===== src/rtl/afc_pkg.sv =====
// shared types and constants for the box versus plane culling block
package afc_pkg;

  // default parameter values
  localparam int NUM_PLANES_DEF  = 6;
  localparam int COORD_WIDTH_DEF = 32;

  // fixed field widths
  localparam int FIELD_W     = 32;
  localparam int NORMAL_W    = 16;
  localparam int IDX_W       = 3;
  localparam int TOL_W       = 16;
  localparam int FRAC_SHIFT  = 14;
  localparam logic [TOL_W-1:0] TOL_RESET = 16'd1;

  // operation codes
  typedef enum logic [0:0] {
    OP_LOAD = 1'b0,
    OP_TEST = 1'b1
  } op_t;

  // one plane normal, Q1.14 signed components
  typedef struct packed {
    logic signed [NORMAL_W-1:0] nz;
    logic signed [NORMAL_W-1:0] ny;
    logic signed [NORMAL_W-1:0] nx;
  } normal_t;

  // advance strobes for the per-plane pipeline stages
  typedef struct packed {
    logic adv_prod;
    logic adv_sum;
  } stage_ctl_t;

endpackage


===== src/rtl/afc_plane_store.sv =====
// plane register file: normals and offsets, cleared at reset, one write port
module afc_plane_store #(
  parameter int NUM_PLANES = afc_pkg::NUM_PLANES_DEF,
  parameter int VW         = afc_pkg::COORD_WIDTH_DEF
) (
  input  logic                            clk,
  input  logic                            rst_n,
  input  logic                            wr_en,
  input  logic [afc_pkg::IDX_W-1:0]       wr_index,
  input  afc_pkg::normal_t                wr_normal,
  input  logic signed [VW-1:0]            wr_offset,
  output afc_pkg::normal_t                normals [NUM_PLANES],
  output logic signed [VW-1:0]            offsets [NUM_PLANES]
);

  afc_pkg::normal_t     normal_r [NUM_PLANES];
  logic signed [VW-1:0] offset_r [NUM_PLANES];

  // one entry per plane, index decoded against its own slot
  for (genvar i = 0; i < NUM_PLANES; i++) begin : g_entry
    always_ff @(posedge clk) begin
      if (!rst_n) begin
        normal_r[i] <= '0;
        offset_r[i] <= '0;
      end else if (wr_en && (wr_index == afc_pkg::IDX_W'(i))) begin
        normal_r[i] <= wr_normal;
        offset_r[i] <= wr_offset;
      end
    end
    assign normals[i] = normal_r[i];
    assign offsets[i] = offset_r[i];
  end

endmodule


===== config.mk =====
export PLATFORM = sky130hd
export DESIGN_NAME = afc_plane_store
export DESIGN_NICKNAME = d
export VERILOG_FILES = /design/src/rtl/afc_pkg.sv /design/src/rtl/afc_plane_store.sv
export SDC_FILE = /design/constraint.sdc
export NUM_CORES = 1
export LEC_CHECK = 0
export BUFFER_PORTS_ARGS = -buffer_cell sky130_fd_sc_hd__buf_2
export CAP_MARGIN = 20
export CORE_AREA = 2 2 218 220
export CTS_BUF_LIST = sky130_fd_sc_hd__clkbuf_8
export DETAILED_ROUTE_END_ITERATION = 10
export DIE_AREA = 0 0 220 222
export PLACE_DENSITY = 0.66
export SLEW_MARGIN = 5
export SYNTH_ARGS = -nofsm -noshare
export SYNTH_HDL_FRONTEND = slang
export SYNTH_SLANG_ARGS = --single-unit

===== constraint.sdc =====
create_clock -name clk -period 8 [get_ports clk]
set_clock_uncertainty 0.1 [all_clocks]
set_input_delay 1.2 -clock clk [delete_from_list [all_inputs] [get_ports clk]]
set_output_delay 1.2 -clock clk [all_outputs]
set_load 0.03 [all_outputs]

== Word level (Yosys, flattened, before mapping) ==
Memories as Yosys holds them, arrays and structs flattened.
Index checks and enable logic that the tools add are counted.
W data, S select, Z words.
Storage, ports and cells
  output and inout port bits: 480
  word-level logic and storage cells: 57
  memory bits (writable): 480
  latch bits: 0
  ROM bits: 0
  input bits: 86
  memories: 2
  register bits: 0
Cells by class
  multiply operators: 0
  reduce and logical (&&, ||, !) cells: 7
  mux-type cells: 31
  magnitude comparators: 0
  equal/unequal tests: 5
  div/mod/pow operators: 0
  shift operators: 0
  bitwise logic cells: 12
  $add $sub $neg: 0
Memories
  normal_r: words 6, bits a word 48, rd ports 6, clocked after Yosys merged registers in 0, write ports 6, line afc_plane_store.sv:16  | afc_pkg::normal_t normal_r [NUM_PLANES];
  offset_r: words 6, bits a word 32, rd ports 6, clocked after Yosys merged registers in 0, write ports 6, line afc_plane_store.sv:17  | logic signed [VW-1:0] offset_r [NUM_PLANES];
Operator list (number)
  $mux W48: 6
  $mux W32: 6
  $mux W1: 19
  $or A1 B1 Y1: 12
  $eq A3 B2 Y1 const B: 2
  $eq A3 B3 Y1 const B: 2
  $logic_and A1 B1 Y1: 6
  $eq A3 B1 Y1 const B: 1
  $logic_not A3 Y1: 1

== Logic depth before layout (Yosys ltp) ==
Gate-level depths: netlist of the first run.
  depth after elaboration: 6
  gate-level depth with buffers: 6
  depth with buffers taken out: 2

== Least setup slack after synthesis of the first run ==
Ideal clock, no wire load.
  path kind: input to register
  from: input wr_index[0] (netlist name)
  to: memory normal_r[2][0] (netlist name), enable pin
  setup time: 0.629 ns
  stages: 3
  path slack: -0.105 ns
  buffers on the path: 1
  arrival time: 7.376 ns
  data required time: 7.271 ns
  cell sequence: or3b_1 buf_4 o21ai_0
RTL lines
  start, declared: line afc_plane_store.sv:9  | input logic [afc_pkg::IDX_W-1:0] wr_index,
  end, declared: line afc_plane_store.sv:16

==> results of run 1 <==
==> metal layers <==
metal,share of wire [%],routed length (um),global-route usage [%],up-vias
met5,0,0,0,-
met2,50,27750,37.26,729
li1,-,-,-,5480
met3,9.6,5334,5.967,128
met4,3.4,1917,9.786,0
met1,37,20700,27.22,6172
==> worst max-delay path, delay by kind of cell <==
| family | cells | cell delay, ns |
|---|---|---|
| simple gates | 1 | 0.59 |
| buf+inv | 3 | 1.32 |
| compound gates | 1 | 0.18 |
==> synthesized netlist by cell type (all sizes together) <==
master,number
edfxtp,480
and3,320
nor2,160
nand3,80
clkbuf,56
buf,52
o21ai,6
and3b,2
nand2b,2
nor2b,2
and2,1
inv,1
nand2,1
nand3b,1
nor3b,1
or3b,1
==> how the worst min path moves through the flow <==
| stage | start | end | slack (ns) | cells past startpoint |
|---|---|---|---|---|
| after CTS | wr_normal[42] | normal_r[0][42]$_SDFFCE_PN0P_ | 0.73 | 2 |
| after global placement | wr_normal[3] | normal_r[1][3]$_SDFFCE_PN0P_ | 1.46 | 2 |
| after floorplan | wr_normal[0] | normal_r[0][0]$_SDFFCE_PN0P_ | 1.32 | 1 |
| after global routing | wr_normal[42] | normal_r[0][42]$_SDFFCE_PN0P_ | 0.77 | 2 |
| final | wr_normal[42] | normal_r[1][42]$_SDFFCE_PN0P_ | 0.82 | 2 |
| after detailed placement | wr_normal[3] | normal_r[5][3]$_SDFFCE_PN0P_ | 1.47 | 2 |
==> through the flow <==
step | instances | setup TNS, ns | setup slack (ns) | util (%) | hold WS [ns]
floorplan | 1166 | -16.79 | -0.1050 | - | 1.323
global placement | 2254 | 0 | 4.129 | 46.26 | 1.455
detailed placement | 2254 | 0 | 4.113 | 46.26 | 1.467
CTS | 2385 | 0 | 4.837 | 49.28 | 0.7320
global route | 2386 | 0 | 4.721 | 49.28 | 0.7699
finish | 2388 | 0 | 4.809 | 49.29 | 0.8152
==> flip-flops by register name (all words and copies together) (netlist names) <==
signal,flops
offset_r,192
normal_r,288
==> where the power goes <==
part | internal (uW) | total (uW) | leakage [uW] | switching, uW
Sequential | 2940 | 2980 | 0.00464 | 46.8
Combinational | 153 | 770 | 0.00461 | 617
Clock | 1030 | 1960 | 0.000779 | 936
Total | 4120 | 5720 | 0.0100 | 1600
==> final cells by class <==
type	count	area, sq um
antenna	3	7.507
clock buffer	81	1115
clock inverter	50	277.8
fill	3985	23460
inverter	1	3.754
multi-input combinational	577	3212
sequential	480	14410
tap	607	759.5
timing repair buffer	589	3013
==> cell usage in the layout (no fill, tap or decap), types with 3 or more instances in the layout <==
| master | n |
|---|---|
| clkinv_1 | 22 |
| o21ai_4 | 6 |
| clkbuf_8 | 81 |
| clkinv_2 | 6 |
| edfxtp_1 | 480 |
| and3_1 | 320 |
| bufinv_16 | 3 |
| nand3_1 | 80 |
| diode_2 | 3 |
| buf_4 | 26 |
| inv_1 | 19 |
| nor2_1 | 160 |
| buf_2 | 563 |
==> cells by family after synthesis <==
group                  Yosys count  share of synthesized area (%)
DFF                            480                          79.82
and+or+nand+nor                571                          17.08
buffers and inverters          109                          2.938
AOI/OAI and AO/OA                6                         0.1663
==> impl_metrics.env, run 1 <==
export IMPL_numClockSinks=480
export IMPL_ys_types=20
export IMPL_grt_pass1_vias=12390
export IMPL_synthToLayoutAreaGrowth_pct=26.27
export IMPL_wl_per_cell_um=23.33
export IMPL_finalHoldViolations=0
export IMPL_grt_max_degree=105
export IMPL_path_clk_slew_ns=0.06
export IMPL_power_uw=5715
export IMPL_rsz0062_at_grt="no"
export IMPL_cap_violations=0
export IMPL_seq_area_frac_synth_pct=79.82
export IMPL_ant_nets=0
export IMPL_grt_pass1_wl_um=79960
export IMPL_max_freq_ghz=0.3133
export IMPL_synth_cells=1166
export IMPL_core_area_sq_um=46260
export IMPL_dpl_cell_area_sq_um=21400
export IMPL_crit_end="offset_r[2][8]$_SDFFCE_PN0P_"
export IMPL_root_buffer="clkbuf_8"
export IMPL_setup_viol=0
export IMPL_max_vdd_ir_drop_uv=150.7
export IMPL_post_route_period_util_pct=39.89
export IMPL_end_kind="register"
export IMPL_overflow=0
export IMPL_crit_required_ns=8.17
export IMPL_antenna_found_initial=3
export IMPL_numCtsBuffers=77
export IMPL_p_per_area_nw_per_um2=250.7
export IMPL_critPathMaxStageDelay_ns=0.66
export IMPL_start_kind="input pin"
export IMPL_num_vias=12510
export IMPL_fin_crit_ns=3.191
export IMPL_routed_via_density=5.238
export IMPL_die_w_um=220
export IMPL_drt_iter0_markers=989
export IMPL_nets=1812
export IMPL_path_cells="buf_2, or3b_4, o21ai_4, buf_4, buf_4"
export IMPL_hold_buffers=0
export IMPL_path_common_cell="buf_4"
export IMPL_clockBufferDepth=3
export IMPL_synth_area_top_cells="edfxtp_1 80%, and3_1 11%, nor2_1 3.3%"
export IMPL_slew_viol_final=0
export IMPL_drc_errors=0
export IMPL_fp_dieH_um=222
export IMPL_worst_ep_arrival_time_ns=3.36
export IMPL_yosys_warnings=0
export IMPL_final_cell_area_sq_um=22800
export IMPL_synth_top_cell_area_share_pct=79.82
export IMPL_hpwl_um=36300
export IMPL_syn_nets=1252
export IMPL_syn_area_per_cell_sq_um=15.49
export IMPL_io_pins=566
export IMPL_crit_type="input pin to register"
export IMPL_num_rows=79
export IMPL_track_usage_pct=22.36
export IMPL_cts_setup_buffers=0
export IMPL_synth_seq_cells=480
export IMPL_syn_area_sq_um=18060
export IMPL_cts_tree="built"
export IMPL_critPathMaxFanout=42
export IMPL_ctsResizeCount=0
export IMPL_status="finished clean"
export IMPL_worstMarginPinSlew_ns=0.9589
export IMPL_dieArea_sq_um=48840
export IMPL_totalWireLength_um=55700
export IMPL_hp_class="input pin to register"
export IMPL_maxSlewHeadroom_pct=36.07
export IMPL_gp_congestion=0.7900
export IMPL_leakagePower_uw=0.01003
export IMPL_synth_top_area_cell="edfxtp_1"
export IMPL_htreeDepth=3
export IMPL_port_buffers=565
export IMPL_start_util_pct=39.04
export IMPL_drive_above_1_share_pct=38.98
export IMPL_crit_start="wr_index[0]"
export IMPL_drt_pass1_iter_count=5
export IMPL_crit_path_top_delay_cell="buf_4"
Note: power is estimated with default switching activity, not from simulation.
==> run 2, diff against run 1 <==
--- a/config.mk
+++ b/config.mk
@@ -5,13 +5,13 @@
 export SDC_FILE = /design/constraint.sdc
 export NUM_CORES = 1
 export LEC_CHECK = 0
+export ABC_AREA = 1
 export BUFFER_PORTS_ARGS = -buffer_cell sky130_fd_sc_hd__buf_2
 export CAP_MARGIN = 20
 export CORE_AREA = 2 2 218 220
 export CTS_BUF_LIST = sky130_fd_sc_hd__clkbuf_8
 export DETAILED_ROUTE_END_ITERATION = 10
 export DIE_AREA = 0 0 220 222
-export PLACE_DENSITY = 0.66
 export SLEW_MARGIN = 5
 export SYNTH_ARGS = -nofsm -noshare
 export SYNTH_HDL_FRONTEND = slang
==> constraint.sdc (replaced) <==
create_clock -name clk -period 2.71 [get_ports clk]
set_clock_uncertainty 0.1 [all_clocks]
set_input_delay 0.4065 -clock clk [delete_from_list [all_inputs] [get_ports clk]]
set_output_delay 0.4065 -clock clk [all_outputs]
set_load 0.03 [all_outputs]
==> run 2 against run 1 <==
Synthesized cell count down 4.1%; clock power increased to 2.9 times the previous value; die area stayed put; wire length is 11% lower; highest routed layer unchanged.
==> impl_metrics.env, run 2 <==
export IMPL_core_area_sq_um=46260
export IMPL_status="finished clean"
export IMPL_synth_cells=1118
export IMPL_synthAdderAreaFrac_pct=0
export IMPL_cts_tree="built"
export IMPL_synth_compound_area_share_pct=0
export IMPL_wl_per_cell_um=20.25
export IMPL_root_buffer="clkbuf_8"
export IMPL_worstMarginPinSlew_ns=0.5954
export IMPL_crit_path_top_delay_cell="edfxtp_1"
export IMPL_synth_xor_area_share_pct=0
export IMPL_drt_pass1_iter_count=5
export IMPL_ant_nets=0
export IMPL_leakagePower_uw=0.009645
export IMPL_hp_start="wr_offset[19]"
export IMPL_top_layer_used="met4"
export IMPL_maxSlewHeadroom_pct=60.30
export IMPL_largest_reg_flops=288
export IMPL_routed_via_density=4.652
export IMPL_slew_viol_final=0
export IMPL_port_buffers=565
export IMPL_reg_top3="normal_r x288, offset_r x192"
export IMPL_num_rows=79
export IMPL_synth_edf_count=480
export IMPL_setup_viol=0
export IMPL_totalWireLength_um=49500
export IMPL_setup_slack_ns=0.9028
export IMPL_clockBufferDepth=3
export IMPL_htreeDepth=3
export IMPL_drive_above_1_share_pct=37.72
export IMPL_min_to="offset_r[2][19]$_SDFFCE_PN0P_"
export IMPL_syn_area_per_cell_sq_um=15.10
export IMPL_grt_pass1_wl_um=72170
export IMPL_critical_path_top_delay_family="flip-flops"
export IMPL_grt_max_degree=81
export IMPL_yosys_warnings=0
export IMPL_yosysMostFrequentCell="nor2_1"
export IMPL_numClockSinks=480
export IMPL_overflow=0
export IMPL_mostFrequentLayoutCells="565 x buf_2, 481 x nor2_1, 480 x edfxtp_1"
export IMPL_whs_path_depth=3
export IMPL_ys_types=11
export IMPL_met1_length_um=18700
export IMPL_cap_violations=0
export IMPL_crit_cells=1
export IMPL_power_uw=16570
export IMPL_post_route_period_util_pct=66.68
export IMPL_start_util_pct=36.49
export IMPL_p_per_area_nw_per_um2=736.7
export IMPL_muxShareOfSynthArea_pct=0
export IMPL_nets=1865
export IMPL_crit_required_ns=2.20
export IMPL_top_register="normal_r"
export IMPL_dpl_worst_slack_ns=0.6168
export IMPL_dieArea_sq_um=48840
export IMPL_start_kind="register"
export IMPL_mostFrequentLayoutCell="buf_2"
export IMPL_max_vdd_ir_drop_uv=533.7
export IMPL_seq_area_frac_synth_pct=85.39
export IMPL_yosys_top_cells_count="481 x nor2_1, 480 x edfxtp_1, 81 x inv_1"
export IMPL_cts_setup_buffers=0
export IMPL_hp_class="input pin to register"
export IMPL_worst_ep_arrival_time_ns=1.30
export IMPL_track_usage_pct=20.00
export IMPL_path_clk_slew_ns=0.06
export IMPL_dr_wl_met2_um=24310
export IMPL_end_kind="output pin"
export IMPL_numCtsBuffers=79
export IMPL_critPathMaxStageDelay_ns=0.44
export IMPL_cp_num_buf_inv=1
export IMPL_die_w_um=220
export IMPL_crit_type="register to output pin"
export IMPL_synth_top_family_by_area="simple AND/OR/NAND/NOR gates"
export IMPL_antenna_found_initial=0
export IMPL_drt_iter0_markers=694
export IMPL_setup_tns_ns=0
export IMPL_critPathMaxFanout=1
export IMPL_synthToLayoutAreaGrowth_pct=33.24
export IMPL_grt_pass1_vias=11400
export IMPL_finalHoldViolations=0
export IMPL_num_vias=11370
export IMPL_syn_area_sq_um=16880
export IMPL_rsz0062_at_grt="no"
export IMPL_hpwl_um=31380
export IMPL_synth_async_reset_ratio_pct=0
export IMPL_gp_congestion=0.7631
export IMPL_hold_ws_ns=0.06820
export IMPL_synth_top_area_cell="edfxtp_1"
export IMPL_drc_errors=0
export IMPL_fin_crit_ns=1.807
export IMPL_path_cells="buf_2"
export IMPL_syn_nets=1204
export IMPL_yosys_area_share_simple_pct=11.39
export IMPL_max_freq_ghz=0.5534
export IMPL_synth_main_ff_cell="edfxtp_1"
export IMPL_synth_seq_cells=480
export IMPL_synth_area_top_cells="edfxtp_1 85%, nor2_1 11%, inv_1 1.8%"
export IMPL_wl_met3_um=4899
export IMPL_antenna_cells=0
export IMPL_fp_dieH_um=222
export IMPL_io_pins=566
export IMPL_synth_top_cell_area_share_pct=85.39
-- run 2: cell types whose count changed after synthesis, moves of 5 or more --
cell / previous run / this run
and3_1: 320 / 0
nor2_1: 160 / 481
nand3_1: 80 / 4
inv_1: 1 / 81
buf_1: 6 / 0
buf_6: 8 / 0
o21ai_0: 6 / 0
clkbuf_1: 51 / 16
clkbuf_2: 5 / 0
nand2_1: 1 / 14
-- run 2: power by group --
| group | leakage (uW) | internal (uW) | switching [uW] |
|---|---|---|---|
| clock | 0.000797 | 2790 | 2810 |
| combinational | 0.00421 | 475 | 1690 |
| sequential | 0.00464 | 8670 | 137 |
| total | 0.00965 | 11900 | 4630 |
-- run 2: repair_timing --
action | 4_1_cts | 5_1_grt
endpoints found under the hold margin | 221 | 0
resized for setup | 0 | 0
hold buffers | 47 | 0
setup endpoints to repair | 0 | 0
-- run 2: logic make-up (layout without fill, tap and decap cells) --
| family | Yosys count | after routing |
|---|---|---|
| and+or+nand+nor | 504 | 504 |
| DFF | 480 | 480 |
| buffers and inverters | 134 | 853 |
-- run 2: metrics by stage --
stage,area [sq um],std cells,util (%)
finish,22490,2444,48.62
floorplan,16900,1118,-
global route,22490,2444,48.62
detailed placement,20650,2258,44.65
global placement,20650,2258,44.65
CTS,22490,2444,48.62
-- run 2: layout make-up --
type / count / area, sq um
fillers: 4159 / 23770
inverters: 85 / 319.1
clock inverters: 57 / 237.7
repair buffers: 629 / 3601
flip-flops and latches: 480 / 14410
well taps: 607 / 759.5
clock buffers: 82 / 1129
multi-input cells: 504 / 2032
-- run 2: routing by layer --
layer	vias up	GRT usage (%)
met5	-	0
met4	0	8.703
met3	93	6.324
met2	595	32.54
met1	5588	24.43
li1	5094	-
-- run 2: worst max-delay path by stage --
stage	slack, ns	to	startpoint
after floorplan	0.55	normal_r[0][0]$_SDFFCE_PN0P_	wr_en
after global placement	0.65	normal_r[3][25]$_SDFFCE_PN0P_	wr_index[2]
after detailed placement	0.62	normal_r[3][25]$_SDFFCE_PN0P_	wr_index[2]
after CTS	0.80	normals[20]	normal_r[5][20]$_SDFFCE_PN0P_
after global routing	0.83	normals[20]	normal_r[5][20]$_SDFFCE_PN0P_
final	0.90	normals[20]	normal_r[5][20]$_SDFFCE_PN0P_
-- run 2: worst min-delay path: cells and delay by family --
kind / cells / cell delay (ns)
buffers and inverters: 2 / 0.18
and+or+nand+nor: 1 / 0.12
